<file path="src/design/srsf_pkg.sv">
// Shared types, codes and constants of the sparse row scale factor generator.
// No dependencies; every other design file refers to this package by scoped names.
package srsf_pkg;

   localparam int VALUE_BITS  = 32;
   localparam int COLUMN_BITS = 16;
   localparam int ROW_BITS    = 16;
   localparam int COUNT_BITS  = 17;
   localparam int SUM_BITS    = 64;
   localparam int DEF_MAX_ROWS = 65536;
   localparam int QUEUE_DEPTH = 2;

   localparam logic [31:0] FX_ONE    = 32'h0001_0000;
   localparam logic [31:0] FX_ZERO   = 32'h0000_0000;
   localparam logic [31:0] FX_MAXPOS = 32'h7FFF_FFFF;
   localparam logic [31:0] FX_MINNEG = 32'h8000_0000;

   localparam logic [1:0] KIND_NONE   = 2'd0;
   localparam logic [1:0] KIND_NORM   = 2'd1;
   localparam logic [1:0] KIND_DIAG   = 2'd2;
   localparam logic [1:0] KIND_UNUSED = 2'd3;

   localparam logic [1:0] REG_SCALE_KIND   = 2'd0;
   localparam logic [1:0] REG_BOTH_SIDES   = 2'd1;
   localparam logic [1:0] REG_ROW_COUNT    = 2'd2;
   localparam logic [1:0] REG_COLUMN_COUNT = 2'd3;

   typedef enum logic [2:0] {
      ST_OK      = 3'd0,
      ST_ZERO    = 3'd1,
      ST_NEG     = 3'd2,
      ST_NOSCALE = 3'd3,
      ST_SAT     = 3'd4
   } status_type;

   typedef enum logic [1:0] {
      B_IDLE,
      B_DIV,
      B_SQRT,
      B_DONE
   } back_state_type;

   typedef struct packed {
      logic [1:0]            scale_kind;
      logic                  both_sides;
      logic [COUNT_BITS-1:0] row_count;
      logic [COUNT_BITS-1:0] column_count;
   } cfg_type;

   typedef struct packed {
      logic [ROW_BITS-1:0]   row_index;
      logic [SUM_BITS-1:0]   square_sum;
      logic [VALUE_BITS-1:0] diagonal;
      logic                  last_row;
   } job_type;

endpackage

</file>
<file path="src/design/srsf_queue.sv">
// Short first-in first-out queue of row jobs between the front and back parts.
// Depends on srsf_pkg for the job type and depth.
module srsf_queue (
   input  logic             clock,
   input  logic             reset,
   input  logic             push,
   input  srsf_pkg::job_type push_job,
   output logic             full,
   input  logic             pop,
   output srsf_pkg::job_type pop_job,
   output logic             empty
);

   localparam int PW = (srsf_pkg::QUEUE_DEPTH > 1) ? $clog2(srsf_pkg::QUEUE_DEPTH) : 1;

   srsf_pkg::job_type   slot_ff [srsf_pkg::QUEUE_DEPTH];
   logic [PW-1:0]       wr_ptr_ff, wr_ptr_in;
   logic [PW-1:0]       rd_ptr_ff, rd_ptr_in;
   logic [PW:0]         count_ff, count_in;
   logic                do_push, do_pop;

   assign full    = (count_ff == (PW+1)'(srsf_pkg::QUEUE_DEPTH));
   assign empty   = (count_ff == '0);
   assign do_push = push && !full;
   assign do_pop  = pop && !empty;
   assign pop_job = slot_ff[rd_ptr_ff];

   always_comb begin
      wr_ptr_in = wr_ptr_ff;
      rd_ptr_in = rd_ptr_ff;
      count_in  = count_ff;
      if (do_push) begin
         wr_ptr_in = (wr_ptr_ff == PW'(srsf_pkg::QUEUE_DEPTH - 1)) ? '0 : wr_ptr_ff + 1'b1;
      end
      if (do_pop) begin
         rd_ptr_in = (rd_ptr_ff == PW'(srsf_pkg::QUEUE_DEPTH - 1)) ? '0 : rd_ptr_ff + 1'b1;
      end
      if (do_push && !do_pop) begin
         count_in = count_ff + 1'b1;
      end else if (do_pop && !do_push) begin
         count_in = count_ff - 1'b1;
      end
   end

   always_ff @(posedge clock) begin
      if (reset) begin
         wr_ptr_ff <= '0;
         rd_ptr_ff <= '0;
         count_ff  <= '0;
      end else begin
         wr_ptr_ff <= wr_ptr_in;
         rd_ptr_ff <= rd_ptr_in;
         count_ff  <= count_in;
      end
   end

   always_ff @(posedge clock) begin
      if (do_push) begin
         slot_ff[wr_ptr_ff] <= push_job;
      end
   end

endmodule

</file>
<file path="src/design/srsf_front.sv">
// Front part: takes nonzeros, squares and accumulates them, tracks the diagonal and rows.
// Depends on srsf_pkg; hands one job per row end to srsf_queue.
module srsf_front #(
   parameter int MAX_ROWS = srsf_pkg::DEF_MAX_ROWS
) (
   input  logic                                clock,
   input  logic                                reset,
   input  srsf_pkg::cfg_type                   cfg,
   input  logic                                push,
   output logic                                full,
   input  logic [srsf_pkg::VALUE_BITS-1:0]     entry_value,
   input  logic [srsf_pkg::COLUMN_BITS-1:0]    entry_column,
   input  logic                                has_entry,
   input  logic                                row_end,
   output logic                                q_push,
   output srsf_pkg::job_type                   q_job,
   input  logic                                q_full
);

   localparam int CW = $clog2(MAX_ROWS);
   localparam int VB = srsf_pkg::VALUE_BITS;

   logic                              s1_valid_ff, s1_valid_in;
   logic [VB-1:0]                     s1_mag_ff;
   logic [VB-1:0]                     s1_value_ff;
   logic [srsf_pkg::COLUMN_BITS-1:0]  s1_column_ff;
   logic                              s1_has_ff;
   logic                              s1_end_ff;

   logic                              s2_valid_ff, s2_valid_in;
   logic [srsf_pkg::SUM_BITS-1:0]     s2_square_ff;
   logic [VB-1:0]                     s2_value_ff;
   logic [srsf_pkg::COLUMN_BITS-1:0]  s2_column_ff;
   logic                              s2_has_ff;
   logic                              s2_end_ff;

   logic [srsf_pkg::SUM_BITS-1:0]     sum_ff, sum_in;
   logic [VB-1:0]                     diag_ff, diag_in;
   logic [CW-1:0]                     row_ff, row_in;

   logic                              accept, fire2, free2, move1;
   logic [VB-1:0]                     in_mag;
   logic [srsf_pkg::SUM_BITS:0]       sum_wide;
   logic [srsf_pkg::SUM_BITS-1:0]     sum_new;
   logic [VB-1:0]                     diag_new;
   logic [31:0]                       row_next;
   logic                              last_row;

   assign in_mag = entry_value[VB-1] ? (~entry_value) + 1'b1 : entry_value;

   assign fire2  = s2_valid_ff && !(s2_end_ff && q_full);
   assign free2  = !s2_valid_ff || fire2;
   assign move1  = s1_valid_ff && free2;
   assign full   = s1_valid_ff && !move1;
   assign accept = push && !full;

   assign sum_wide = {1'b0, sum_ff} + {1'b0, s2_square_ff};
   assign sum_new  = sum_wide[srsf_pkg::SUM_BITS] ? '1 : sum_wide[srsf_pkg::SUM_BITS-1:0];
   assign diag_new = (s2_has_ff && (32'(s2_column_ff) == 32'(row_ff))) ? s2_value_ff : diag_ff;
   assign row_next = 32'(row_ff) + 32'd1;
   assign last_row = (cfg.row_count != '0) && (row_next == 32'(cfg.row_count));

   assign q_push             = fire2 && s2_end_ff;
   assign q_job.row_index    = 16'(row_ff);
   assign q_job.square_sum   = sum_new;
   assign q_job.diagonal     = diag_new;
   assign q_job.last_row     = last_row;

   always_comb begin
      s1_valid_in = (s1_valid_ff && !move1) || accept;
      s2_valid_in = (s2_valid_ff && !fire2) || move1;
      sum_in      = sum_ff;
      diag_in     = diag_ff;
      row_in      = row_ff;
      if (fire2) begin
         if (s2_end_ff) begin
            sum_in  = '0;
            diag_in = '0;
            row_in  = (last_row || (row_next >= 32'(MAX_ROWS))) ? '0 : CW'(row_next);
         end else begin
            sum_in  = sum_new;
            diag_in = diag_new;
         end
      end
   end

   always_ff @(posedge clock) begin
      if (reset) begin
         s1_valid_ff <= 1'b0;
         s2_valid_ff <= 1'b0;
         sum_ff      <= '0;
         diag_ff     <= '0;
         row_ff      <= '0;
      end else begin
         s1_valid_ff <= s1_valid_in;
         s2_valid_ff <= s2_valid_in;
         sum_ff      <= sum_in;
         diag_ff     <= diag_in;
         row_ff      <= row_in;
      end
   end

   always_ff @(posedge clock) begin
      if (accept) begin
         s1_mag_ff    <= in_mag;
         s1_value_ff  <= entry_value;
         s1_column_ff <= entry_column;
         s1_has_ff    <= has_entry;
         s1_end_ff    <= row_end;
      end
      if (move1) begin
         s2_square_ff <= s1_has_ff ? {{(srsf_pkg::SUM_BITS-VB){1'b0}}, s1_mag_ff}
                                     * {{(srsf_pkg::SUM_BITS-VB){1'b0}}, s1_mag_ff}
                                   : '0;
         s2_value_ff  <= s1_value_ff;
         s2_column_ff <= s1_column_ff;
         s2_has_ff    <= s1_has_ff;
         s2_end_ff    <= s1_end_ff;
      end
   end

endmodule

</file>
<file path="src/design/srsf_back.sv">
// Back part: turns one row job into a factor with a shared restoring divider and root unit.
// Depends on srsf_pkg; takes jobs from srsf_queue and holds the result in an output register.
module srsf_back (
   input  logic                          clock,
   input  logic                          reset,
   input  srsf_pkg::cfg_type             cfg,
   input  logic                          q_empty,
   output logic                          q_pop,
   input  srsf_pkg::job_type             q_job,
   output logic                          empty,
   input  logic                          pop,
   output logic [srsf_pkg::ROW_BITS-1:0] row_index,
   output logic [31:0]                   factor,
   output logic [2:0]                    status,
   output logic                          last_row
);

   typedef struct packed {
      logic [31:0] factor;
      logic [2:0]  status;
   } result_type;

   function automatic result_type clamp(input logic [64:0] v, input logic neg);
      result_type r;
      r.status = srsf_pkg::ST_OK;
      if (neg) begin
         if (v > 65'(srsf_pkg::FX_MINNEG)) begin
            r.status = srsf_pkg::ST_SAT;
            r.factor = srsf_pkg::FX_MINNEG;
         end else begin
            r.factor = 32'd0 - v[31:0];
         end
      end else if (v > 65'(srsf_pkg::FX_MAXPOS)) begin
         r.status = srsf_pkg::ST_SAT;
         r.factor = srsf_pkg::FX_MAXPOS;
      end else begin
         r.factor = v[31:0];
      end
      return r;
   endfunction

   srsf_pkg::back_state_type state_ff, state_in;

   logic [64:0] num_ff, num_in;
   logic [63:0] den_ff, den_in;
   logic [63:0] rem_ff, rem_in;
   logic [64:0] quo_ff, quo_in;
   logic [63:0] op_ff, op_in;
   logic [63:0] root_ff, root_in;
   logic [63:0] bit_ff, bit_in;
   logic [6:0]  cnt_ff, cnt_in;
   logic        sqrt_ff, sqrt_in;
   logic        neg_ff, neg_in;
   logic [srsf_pkg::ROW_BITS-1:0] row_ff, row_in;
   logic        last_ff, last_in;
   result_type  res_ff, res_in;

   logic        out_valid_ff, out_valid_in;
   logic [srsf_pkg::ROW_BITS-1:0] out_row_ff, out_row_in;
   result_type  out_res_ff, out_res_in;
   logic        out_last_ff, out_last_in;

   logic        job_direct, job_sqrt, job_neg;
   logic [64:0] job_num;
   logic [63:0] job_den;
   result_type  job_res;
   logic        d_neg;
   logic [31:0] d_mag;

   logic [64:0] trial, diff;
   logic        div_ge;
   logic [64:0] quo_next;
   logic [63:0] rem_next;
   logic [63:0] sq_sum;
   logic        sq_ge;
   logic [63:0] root_next;
   logic        out_free, step_last;

   assign d_neg = q_job.diagonal[31];
   assign d_mag = d_neg ? (~q_job.diagonal) + 1'b1 : q_job.diagonal;

   always_comb begin
      job_direct     = 1'b0;
      job_sqrt       = 1'b0;
      job_neg        = 1'b0;
      job_num        = '0;
      job_den        = '0;
      job_res.factor = srsf_pkg::FX_ZERO;
      job_res.status = srsf_pkg::ST_OK;
      if ((cfg.scale_kind != srsf_pkg::KIND_NORM && cfg.scale_kind != srsf_pkg::KIND_DIAG)
          || cfg.row_count != cfg.column_count) begin
         job_direct     = 1'b1;
         job_res.factor = srsf_pkg::FX_ONE;
         job_res.status = srsf_pkg::ST_NOSCALE;
      end else if (cfg.scale_kind == srsf_pkg::KIND_NORM) begin
         if (q_job.square_sum == '0) begin
            job_direct     = 1'b1;
            job_res.factor = srsf_pkg::FX_MAXPOS;
            job_res.status = srsf_pkg::ST_ZERO;
         end else if (cfg.both_sides) begin
            job_num = 65'd1 << 48;
            job_den = q_job.square_sum;
         end else if (q_job.square_sum == 64'd1) begin
            job_direct     = 1'b1;
            job_res.factor = srsf_pkg::FX_MAXPOS;
            job_res.status = srsf_pkg::ST_SAT;
         end else begin
            job_num  = 65'd1 << 64;
            job_den  = q_job.square_sum;
            job_sqrt = 1'b1;
         end
      end else begin
         if (d_mag == '0) begin
            job_direct     = 1'b1;
            job_res.factor = srsf_pkg::FX_MAXPOS;
            job_res.status = srsf_pkg::ST_ZERO;
         end else if (cfg.both_sides) begin
            if (d_neg) begin
               job_direct     = 1'b1;
               job_res.factor = srsf_pkg::FX_ZERO;
               job_res.status = srsf_pkg::ST_NEG;
            end else begin
               job_num  = 65'd1 << 48;
               job_den  = 64'(d_mag);
               job_sqrt = 1'b1;
            end
         end else begin
            job_num = 65'd1 << 32;
            job_den = 64'(d_mag);
            job_neg = d_neg;
         end
      end
   end

   assign trial     = {rem_ff, num_ff[64]};
   assign diff      = trial - {1'b0, den_ff};
   assign div_ge    = (trial >= {1'b0, den_ff});
   assign rem_next  = div_ge ? diff[63:0] : trial[63:0];
   assign quo_next  = {quo_ff[63:0], div_ge};
   assign sq_sum    = root_ff + bit_ff;
   assign sq_ge     = (op_ff >= sq_sum);
   assign root_next = sq_ge ? (root_ff >> 1) + bit_ff : (root_ff >> 1);
   assign step_last = (cnt_ff == '0);
   assign out_free  = !out_valid_ff || pop;

   always_comb begin
      state_in = state_ff;
      case (state_ff)
         srsf_pkg::B_IDLE: begin
            if (!q_empty) begin
               state_in = job_direct ? srsf_pkg::B_DONE : srsf_pkg::B_DIV;
            end
         end
         srsf_pkg::B_DIV: begin
            if (step_last) begin
               state_in = sqrt_ff ? srsf_pkg::B_SQRT : srsf_pkg::B_DONE;
            end
         end
         srsf_pkg::B_SQRT: begin
            if (step_last) begin
               state_in = srsf_pkg::B_DONE;
            end
         end
         srsf_pkg::B_DONE: begin
            if (out_free) begin
               state_in = srsf_pkg::B_IDLE;
            end
         end
         default: state_in = srsf_pkg::B_IDLE;
      endcase
   end

   always_comb begin
      q_pop = 1'b0;
      case (state_ff)
         srsf_pkg::B_IDLE: q_pop = !q_empty;
         default:          q_pop = 1'b0;
      endcase
   end

   always_comb begin
      num_in       = num_ff;
      den_in       = den_ff;
      rem_in       = rem_ff;
      quo_in       = quo_ff;
      op_in        = op_ff;
      root_in      = root_ff;
      bit_in       = bit_ff;
      cnt_in       = cnt_ff;
      sqrt_in      = sqrt_ff;
      neg_in       = neg_ff;
      row_in       = row_ff;
      last_in      = last_ff;
      res_in       = res_ff;
      out_valid_in = out_valid_ff && !pop;
      out_row_in   = out_row_ff;
      out_res_in   = out_res_ff;
      out_last_in  = out_last_ff;
      case (state_ff)
         srsf_pkg::B_IDLE: begin
            if (!q_empty) begin
               num_in  = job_num;
               den_in  = job_den;
               rem_in  = '0;
               quo_in  = '0;
               cnt_in  = 7'd64;
               sqrt_in = job_sqrt;
               neg_in  = job_neg;
               row_in  = q_job.row_index;
               last_in = q_job.last_row;
               res_in  = job_res;
            end
         end
         srsf_pkg::B_DIV: begin
            num_in = num_ff << 1;
            rem_in = rem_next;
            quo_in = quo_next;
            cnt_in = cnt_ff - 1'b1;
            if (step_last) begin
               if (sqrt_ff) begin
                  op_in   = quo_next[63:0];
                  root_in = '0;
                  bit_in  = 64'd1 << 62;
                  cnt_in  = 7'd31;
               end else begin
                  res_in = clamp(quo_next, neg_ff);
               end
            end
         end
         srsf_pkg::B_SQRT: begin
            op_in   = sq_ge ? op_ff - sq_sum : op_ff;
            root_in = root_next;
            bit_in  = bit_ff >> 2;
            cnt_in  = cnt_ff - 1'b1;
            if (step_last) begin
               res_in = clamp({1'b0, root_next}, 1'b0);
            end
         end
         srsf_pkg::B_DONE: begin
            if (out_free) begin
               out_valid_in = 1'b1;
               out_row_in   = row_ff;
               out_res_in   = res_ff;
               out_last_in  = last_ff;
            end
         end
         default: begin
            cnt_in = '0;
         end
      endcase
   end

   always_ff @(posedge clock) begin
      if (reset) begin
         state_ff     <= srsf_pkg::B_IDLE;
         out_valid_ff <= 1'b0;
      end else begin
         state_ff     <= state_in;
         out_valid_ff <= out_valid_in;
      end
   end

   always_ff @(posedge clock) begin
      num_ff      <= num_in;
      den_ff      <= den_in;
      rem_ff      <= rem_in;
      quo_ff      <= quo_in;
      op_ff       <= op_in;
      root_ff     <= root_in;
      bit_ff      <= bit_in;
      cnt_ff      <= cnt_in;
      sqrt_ff     <= sqrt_in;
      neg_ff      <= neg_in;
      row_ff      <= row_in;
      last_ff     <= last_in;
      res_ff      <= res_in;
      out_row_ff  <= out_row_in;
      out_res_ff  <= out_res_in;
      out_last_ff <= out_last_in;
   end

   assign empty     = !out_valid_ff;
   assign row_index = out_row_ff;
   assign factor    = out_res_ff.factor;
   assign status    = out_res_ff.status;
   assign last_row  = out_last_ff;

endmodule

</file>
<file path="src/design/sparse_row_scale_factor_gen_core.sv">
// Top level of the sparse row scale factor generator: register port, front, queue, back.
// Depends on srsf_pkg, srsf_front, srsf_queue and srsf_back.
//
//   Port group   Handshake          Moves
//   req_*        push / full        one matrix entry or empty-row mark per request
//   rsp_*        pop / empty        one row factor per request
//   p*           psel/penable/...   register writes and reads, always ready
//
// The front takes one request every cycle when unstalled; a square costs one registered multiply.
// A row end passes front registers s1 and s2 into the queue; the back then uses the divider alone
// for a plain reciprocal, the divider followed by a square root, or neither for a settled case.
// A two-entry queue lets the front run ahead while the back works on earlier rows.
// Reset clears all control state and loads the register defaults; no memory needs clearing.
module sparse_row_scale_factor_gen_core #(
   parameter int MAX_ROWS = srsf_pkg::DEF_MAX_ROWS
) (
   input  logic                                clock,
   input  logic                                reset,
   input  logic                                push,
   output logic                                full,
   input  logic [srsf_pkg::VALUE_BITS-1:0]     req_entry_value,
   input  logic [srsf_pkg::COLUMN_BITS-1:0]    req_entry_column,
   input  logic                                req_has_entry,
   input  logic                                req_row_end,
   output logic                                empty,
   input  logic                                pop,
   output logic [srsf_pkg::ROW_BITS-1:0]       rsp_row_index,
   output logic [31:0]                         rsp_factor,
   output logic [2:0]                          rsp_status,
   output logic                                rsp_last_row,
   input  logic                                psel,
   input  logic                                penable,
   input  logic                                pwrite,
   input  logic [3:0]                          paddr,
   input  logic [31:0]                         pwdata,
   output logic [31:0]                         prdata,
   output logic                                pready
);

   srsf_pkg::cfg_type cfg_ff, cfg_in;
   srsf_pkg::job_type push_job, pop_job;
   logic              q_push, q_full, q_pop, q_empty;
   logic              csr_write;
   logic [1:0]        csr_index;

   assign pready    = 1'b1;
   assign csr_write = psel && penable && pwrite;
   assign csr_index = paddr[3:2];

   always_comb begin
      cfg_in = cfg_ff;
      if (csr_write) begin
         case (csr_index)
            srsf_pkg::REG_SCALE_KIND:   cfg_in.scale_kind   = pwdata[1:0];
            srsf_pkg::REG_BOTH_SIDES:   cfg_in.both_sides   = pwdata[0];
            srsf_pkg::REG_ROW_COUNT:    cfg_in.row_count    = pwdata[srsf_pkg::COUNT_BITS-1:0];
            srsf_pkg::REG_COLUMN_COUNT: cfg_in.column_count = pwdata[srsf_pkg::COUNT_BITS-1:0];
            default:                    cfg_in = cfg_ff;
         endcase
      end
   end

   always_comb begin
      case (csr_index)
         srsf_pkg::REG_SCALE_KIND:   prdata = 32'(cfg_ff.scale_kind);
         srsf_pkg::REG_BOTH_SIDES:   prdata = 32'(cfg_ff.both_sides);
         srsf_pkg::REG_ROW_COUNT:    prdata = 32'(cfg_ff.row_count);
         srsf_pkg::REG_COLUMN_COUNT: prdata = 32'(cfg_ff.column_count);
         default:                    prdata = '0;
      endcase
   end

   always_ff @(posedge clock) begin
      if (reset) begin
         cfg_ff.scale_kind   <= srsf_pkg::KIND_NORM;
         cfg_ff.both_sides   <= 1'b0;
         cfg_ff.row_count    <= 17'd16;
         cfg_ff.column_count <= 17'd16;
      end else begin
         cfg_ff <= cfg_in;
      end
   end

   srsf_front #(
      .MAX_ROWS (MAX_ROWS)
   ) u_front (
      .clock        (clock),
      .reset        (reset),
      .cfg          (cfg_ff),
      .push         (push),
      .full         (full),
      .entry_value  (req_entry_value),
      .entry_column (req_entry_column),
      .has_entry    (req_has_entry),
      .row_end      (req_row_end),
      .q_push       (q_push),
      .q_job        (push_job),
      .q_full       (q_full)
   );

   srsf_queue u_queue (
      .clock    (clock),
      .reset    (reset),
      .push     (q_push),
      .push_job (push_job),
      .full     (q_full),
      .pop      (q_pop),
      .pop_job  (pop_job),
      .empty    (q_empty)
   );

   srsf_back u_back (
      .clock     (clock),
      .reset     (reset),
      .cfg       (cfg_ff),
      .q_empty   (q_empty),
      .q_pop     (q_pop),
      .q_job     (pop_job),
      .empty     (empty),
      .pop       (pop),
      .row_index (rsp_row_index),
      .factor    (rsp_factor),
      .status    (rsp_status),
      .last_row  (rsp_last_row)
   );

endmodule

</file>
<file path="config.mk">
export PLATFORM = sky130hd
export DESIGN_NAME = sparse_row_scale_factor_gen_core
export DESIGN_NICKNAME = d
export VERILOG_FILES = /design/src/design/srsf_pkg.sv /design/src/design/srsf_queue.sv /design/src/design/srsf_front.sv /design/src/design/srsf_back.sv /design/src/design/sparse_row_scale_factor_gen_core.sv
export SDC_FILE = /design/constraint.sdc
export NUM_CORES = 2
export LEC_CHECK = 0
export BUFFER_PORTS_ARGS = -buffer_cell sky130_fd_sc_hd__buf_2
export CAP_MARGIN = 0
export CELL_PAD_IN_SITES_DETAIL_PLACEMENT = 2
export CELL_PAD_IN_SITES_GLOBAL_PLACEMENT = 2
export CORE_MARGIN = 4
export CORE_UTILIZATION = 38
export DETAILED_ROUTE_END_ITERATION = 10
export GPL_TIMING_DRIVEN = 0
export PLACE_DENSITY_LB_ADDON = 0.1
export SLEW_MARGIN = 20
export SYNTH_ARGS = -nofsm -noshare
export SYNTH_HDL_FRONTEND = slang
export SYNTH_SLANG_ARGS = --single-unit
</file>
<file path="constraint.sdc">
create_clock -name clock -period 33.2 [get_ports clock]
set_input_delay 9.96 -clock clock [delete_from_list [all_inputs] [get_ports clock]]
set_output_delay 9.96 -clock clock [all_outputs]
set_load 0.1 [all_outputs]
</file>
Yosys cells after proc, flatten, opt, wreduce, memory -nomap -nowiden

Memories as Yosys holds them, arrays and structs flattened. A register that Yosys moved wholly into a read port is not among the register bits.
Index checks and enable logic that the tools add are counted.

Add/subtract/negate cells: 14
Multiply operators: 1
Order comparisons: 6
Eq/ne operators: 21
Muxes and demuxes: 98
Bitwise gates (word level): 3
Reductions and logical operators: 59

Operator list:

| cell                                                            | number |
|---|---|
| 2-to-1 mux 64 bit                                               | 18 |
| one-hot mux 64 bit (2 select lines)                             | 5 |
| 2-to-1 mux 65 bit                                               | 7 |
| 2-to-1 mux 35 bit                                               | 11 |
| 2-to-1 mux 32 bit                                               | 8 |
| one-hot mux 65 bit (2 select lines)                             | 1 |
| one-hot mux 32 bit (4 select lines)                             | 1 |
| subtractor 64 bit                                               | 2 |
| one-hot mux 35 bit (3 select lines)                             | 1 |
| 2-to-1 mux 49 bit                                               | 2 |
| adder 64 x 64 -> 65 bit                                         | 1 |
| >= comparator 65 x 64 -> 1 bit                                  | 1 |
| greater-than comparator 65 x 31 -> 1 bit, second input constant | 1 |
| greater-than comparator 65 x 32 -> 1 bit, second input constant | 1 |
| adder 32 x 1 -> 32 bit, second input constant                   | 2 |
| adder 63 x 64 -> 64 bit                                         | 1 |
| adder 64 bit                                                    | 1 |
| equality test 64 x 1 -> 1 bit, second input constant            | 1 |
| >= comparator 64 bit                                            | 1 |
| greater-than comparator 64 x 31 -> 1 bit, second input constant | 1 |
| logical NOT 64 bit                                              | 1 |
| multiplier 32 x 32 -> 64 bit                                    | 1 |
| inverter 32 bit                                                 | 2 |
| 2-to-1 mux 34 bit                                               | 1 |
| 37 further kinds                                                | 130 |

Register bits after elaboration: 916
Bits in writable memories: 226
Input port bits: 93
Word-level logic and storage cells: 246
Memories kept: 1

Memory list:

| name            | words | width | rd ports | clocked after memory_dff | write ports | line             | RTL |
|---|---|---|---|---|---|---|---|
| u_queue.slot_ff | 2     | 113   | 1        | 1                        | 1           | srsf_queue.sv:16 | `srsf_pkg::job_type slot_ff [srsf_pkg::QUEUE_DEPTH];` |

Longest topological paths before layout

Word-level depth: 11
Gate-level depth with buffers: 34
Mapped depth without buffers: 32

Hierarchy

From an unflattened synthesis, not the netlist that was laid out.

Cell total of the unflattened synthesis: 8,946
Area, all modules: 90,847.1 µm²

Modules (own cells, without submodules):

| module                           | instances | cells each | area each (µm²) | sequential area each (µm²) |
|---|---|---|---|---|
| srsf_front                       | 1         | 4,682      | 45,006.9        | 8,107.8 |
| srsf_back                        | 1         | 3,685      | 35,150.0        | 15,014.4 |
| srsf_queue                       | 1         | 377        | 8,664.6         | 6,886.6 |
| sparse_row_scale_factor_gen_core | 1         | 202        | 2,025.7         | 740.7 |

Least setup slack after synthesis

No wires, ideal clock.

Path kind: input to output
From: input port paddr[2]
To: output port prdata[10]
Arrival time: 12,031 ps
Setup slack: 11,209 ps
Cell stages on the path: 4
Path through: clkbuf_1 buf_1 mux2i_1 nor2b_1

Cells in the longest elaborated chain, start to end: 2
Elaborated cells between the ends (all ways): 5
Those cells by class: eq/ne (3); mux (1); reduce/logical (1)

RTL lines:

| what                                        | line                                   | RTL |
|---|---|---|
| start: declaration                          | sparse_row_scale_factor_gen_core.sv:34 | `input logic [3:0] paddr,` |
| equality test 2 bit (tied with other cells) | sparse_row_scale_factor_gen_core.sv:64 | `case (csr_index)` |
| one-hot mux 32 bit (4 select lines) (*)     | sparse_row_scale_factor_gen_core.sv:64 |  |
| end: declaration                            | sparse_row_scale_factor_gen_core.sv:36 | `output logic [31:0] prdata,` |

Every way passes the cells marked *; elsewhere a longest branch is shown, timed or not. The select of a mux whose other input is x is not followed.

Final worst setup path

From: input port paddr[2]
To: output port prdata[0]

The elaborated chain is that of the path after synthesis.

==> results.json <==
{
  "startpoint_type": "primary input",
  "postSynthCellCount": 8919,
  "layout.cells.non_filler": 12510,
  "drtAntennaViolNets": 0,
  "clk_pin_slew_ps": 60,
  "finalClockSkew_ps": 56.6,
  "fin_setup_tns_ps": 0,
  "yosysSeqAreaShare_pct": 34.2,
  "critPathTopFamily": "buffers and inverters",
  "die_area_sq_mm": 0.244,
  "root_buffer": "clkbuf_16",
  "cts_sinks": 1077,
  "setup-violations-final": 0,
  "grt_pass1_vias": 77534,
  "yosysWarnings": 0,
  "synthFlopType": "edfxtp_1",
  "htreeDepth": 4,
  "grt_antenna_before_repair": 17,
  "postSynthAreaPerCell_sq_um": 10.1,
  "overflow": 0,
  "via_per_inst": 5.56,
  "start_util_pct": 38.2,
  "cts.path.max_buffers": 3,
  "yosys.area.top_type": "edfxtp_1",
  "status": "complete, no violations",
  "critPathRequiredTime_ps": 23240,
  "place_ws_ps": 11620,
  "core_sq_mm": 0.235,
  "critical_path_class": "in2out",
  "most-common-layout-cells": "inv_1, edfxtp_1, fa_1",
  "layout_setup_ws_ps": 11620,
  "track_usage_pct": 27.8,
  "drive_gt1_share_pct": 7.46,
  "ys_ff_latch": 1077,
  "synthArstFlopShare_pct": 0,
  "num_rows": 178,
  "route.vias.total": 69604,
  "synth_area_sq_mm": 0.0898,
  "cp-end-kind": "primary output",
  "synth_top_area_share_pct": 30.7,
  "wl_per_cell_microns": 27.5,
  "io_buffer_count": 144,
  "clkLatencyLatePin_ps": 800,
  "critPathMaxFanout": 10,
  "finalCritPeriodShare_pct": 65.0,
  "cts_resized": 0,
  "slowest_delay_ps": 600,
  "max_slew_margin_pct": 19.3,
  "fmax_mhz": 46.3,
  "io_pins": 180,
  "worst_slew_pin_slew_ps": 1210,
  "nNetsFinal": 10695,
  "die_w_microns": 494,
  "place_congestion": 0.909,
  "wl_microns": 344000,
  "fin_util_pct": 42.5,
  "worstPathCellList": "clkbuf_1 > buf_1 > mux4_2 > buf_2",
  "final_common_cell": "inv_1",
  "finalMaxSlewViolations": 0,
  "max_cap_viol_count": 0,
  "dp_hpwl_microns": 278000,
  "drc": 0,
  "fin_crit_ps": 21580,
  "grt_max_degree": 52,
  "rsz0062_at_grt": "no",
  "area_delta_synth_final_pct": 11.4,
  "cts_setup_buffers": 0,
  "hold_buffers": 0,
  "hp-class": "reg2reg",
  "synth_area_leaders": "edfxtp_1, fa_1, ha_1",
  "finalHoldViolCount": 0,
  "dr.pass1.iters": 5,
  "grt_pass1_wl_microns": 514000,
  "drtIter0Drc": 4731,
  "slowest_stage": "mux4_2",
  "cts_buffers": 132,
  "n_fill_cell": 24994,
  "path_buf_inv": 3,
  "cp.arrival_ps": 11620,
  "place_inst": 12265,
  "ys_types": 106,
  "synth_enable_flop_cells": 918,
  "dieHeight_microns": 494,
  "cts_tree": "yes"
}
[cell usage after synthesis, drive strengths merged (18+ instances only)]
cell type	instances
nor2	581
mux2	144
buf	58
nand4	105
or2	49
nor4	78
nand2b	91
a21o	159
a31oi	84
ha	544
and2	377
o211ai	31
dfxtp	159
a22o	67
mux2i	95
nand3	129
o21bai	75
or3	42
o21a	37
nor3	110
a21boi	18
inv	1177
nand2	722
xnor2	268
a311oi	21
xor2	199
nor2b	81
fa	809
a22oi	66
o21ai	334
edfxtp	918
a21oi	510
clkbuf	352
a211oi	56
and3	59
o31ai	34
nor3b	28
[cell families (layout without fill, tap and decap cells)]
family / Yosys count / count (layout) / share of synthesized area, %
AOI/OAI and AO/OA: 1674 / 1674 / 12.0
xor gates and xnor gates: 467 / 467 / 4.55
adders and majority gates: 1353 / 1353 / 25.6
buffers and inverters: 1591 / 2015 / 6.80
DFF: 1077 / 1077 / 34.2
muxes: 240 / 240 / 2.97
other: 2 / 19 / 0.00836
and+or+nand+nor: 2515 / 2515 / 13.8
[routing by layer]
layer / track usage [%] / vias up / routed length, microns
met5: 0 / - / 60
met4: 9.56 / 10 / 13500
met3: 2.82 / 495 / 13100
met2: 47.2 / 1531 / 165000
met1: 37.2 / 36494 / 152000
li1: - / 31074 / -
[worst paths after layout]
check                                                        start                                     end  slack, ps  cells after the start
worst max-delay path                                      paddr[2]                               prdata[0]      11620                      4
worst min-delay path            u_front.s1_column_ff[12]$_DFFE_PP_      u_front.s2_column_ff[12]$_DFFE_PP_        420                      0
worst max register to register     u_front.s1_mag_ff[19]$_DFFE_PP_  u_front.s2_square_ff[56]$_SDFFCE_PN0P_      21800                     33
worst min register to register  u_front.s1_column_ff[12]$_DFFE_PP_      u_front.s2_column_ff[12]$_DFFE_PP_        420                      0
[metrics by stage]
stage / hold slack (ps) / area [sq um]
after floorplan: 400 / 89900
after global routing: 423 / 100000
after detailed placement: 406 / 95400
after global placement: 402 / 94500
after CTS: 421 / 100000
final: 418 / 100000
[flip-flops by register name, summed over array words and instances (netlist names), 33 cells and up, named ones only]
register,cells
cfg_ff,37
u_back.root_ff,64
u_back.num_ff,33
u_back.op_ff,64
u_back.rem_ff,64
u_front.s2_square_ff,63
u_front.sum_ff,64
u_back.den_ff,64
u_back.res_ff,35
u_queue.slot_ff,226
u_back.quo_ff,64
[area by class of cell]
class,count,area (sq um),share of cell area [%]
multi-input cells,6265,53100,53.1
repair buffers,182,1450,1.45
diodes,3,7.51,0.00750
clock buffers,162,3530,3.52
well taps,3150,3940,3.94
inverters,1181,4440,4.43
clock inverters,80,1140,1.14
plain buffers,410,1690,1.69
flip-flops and latches,1077,30700,30.7
Power is not shown: default switching activity piles up to over one toggle a cycle in this logic, so the estimate is an artifact.
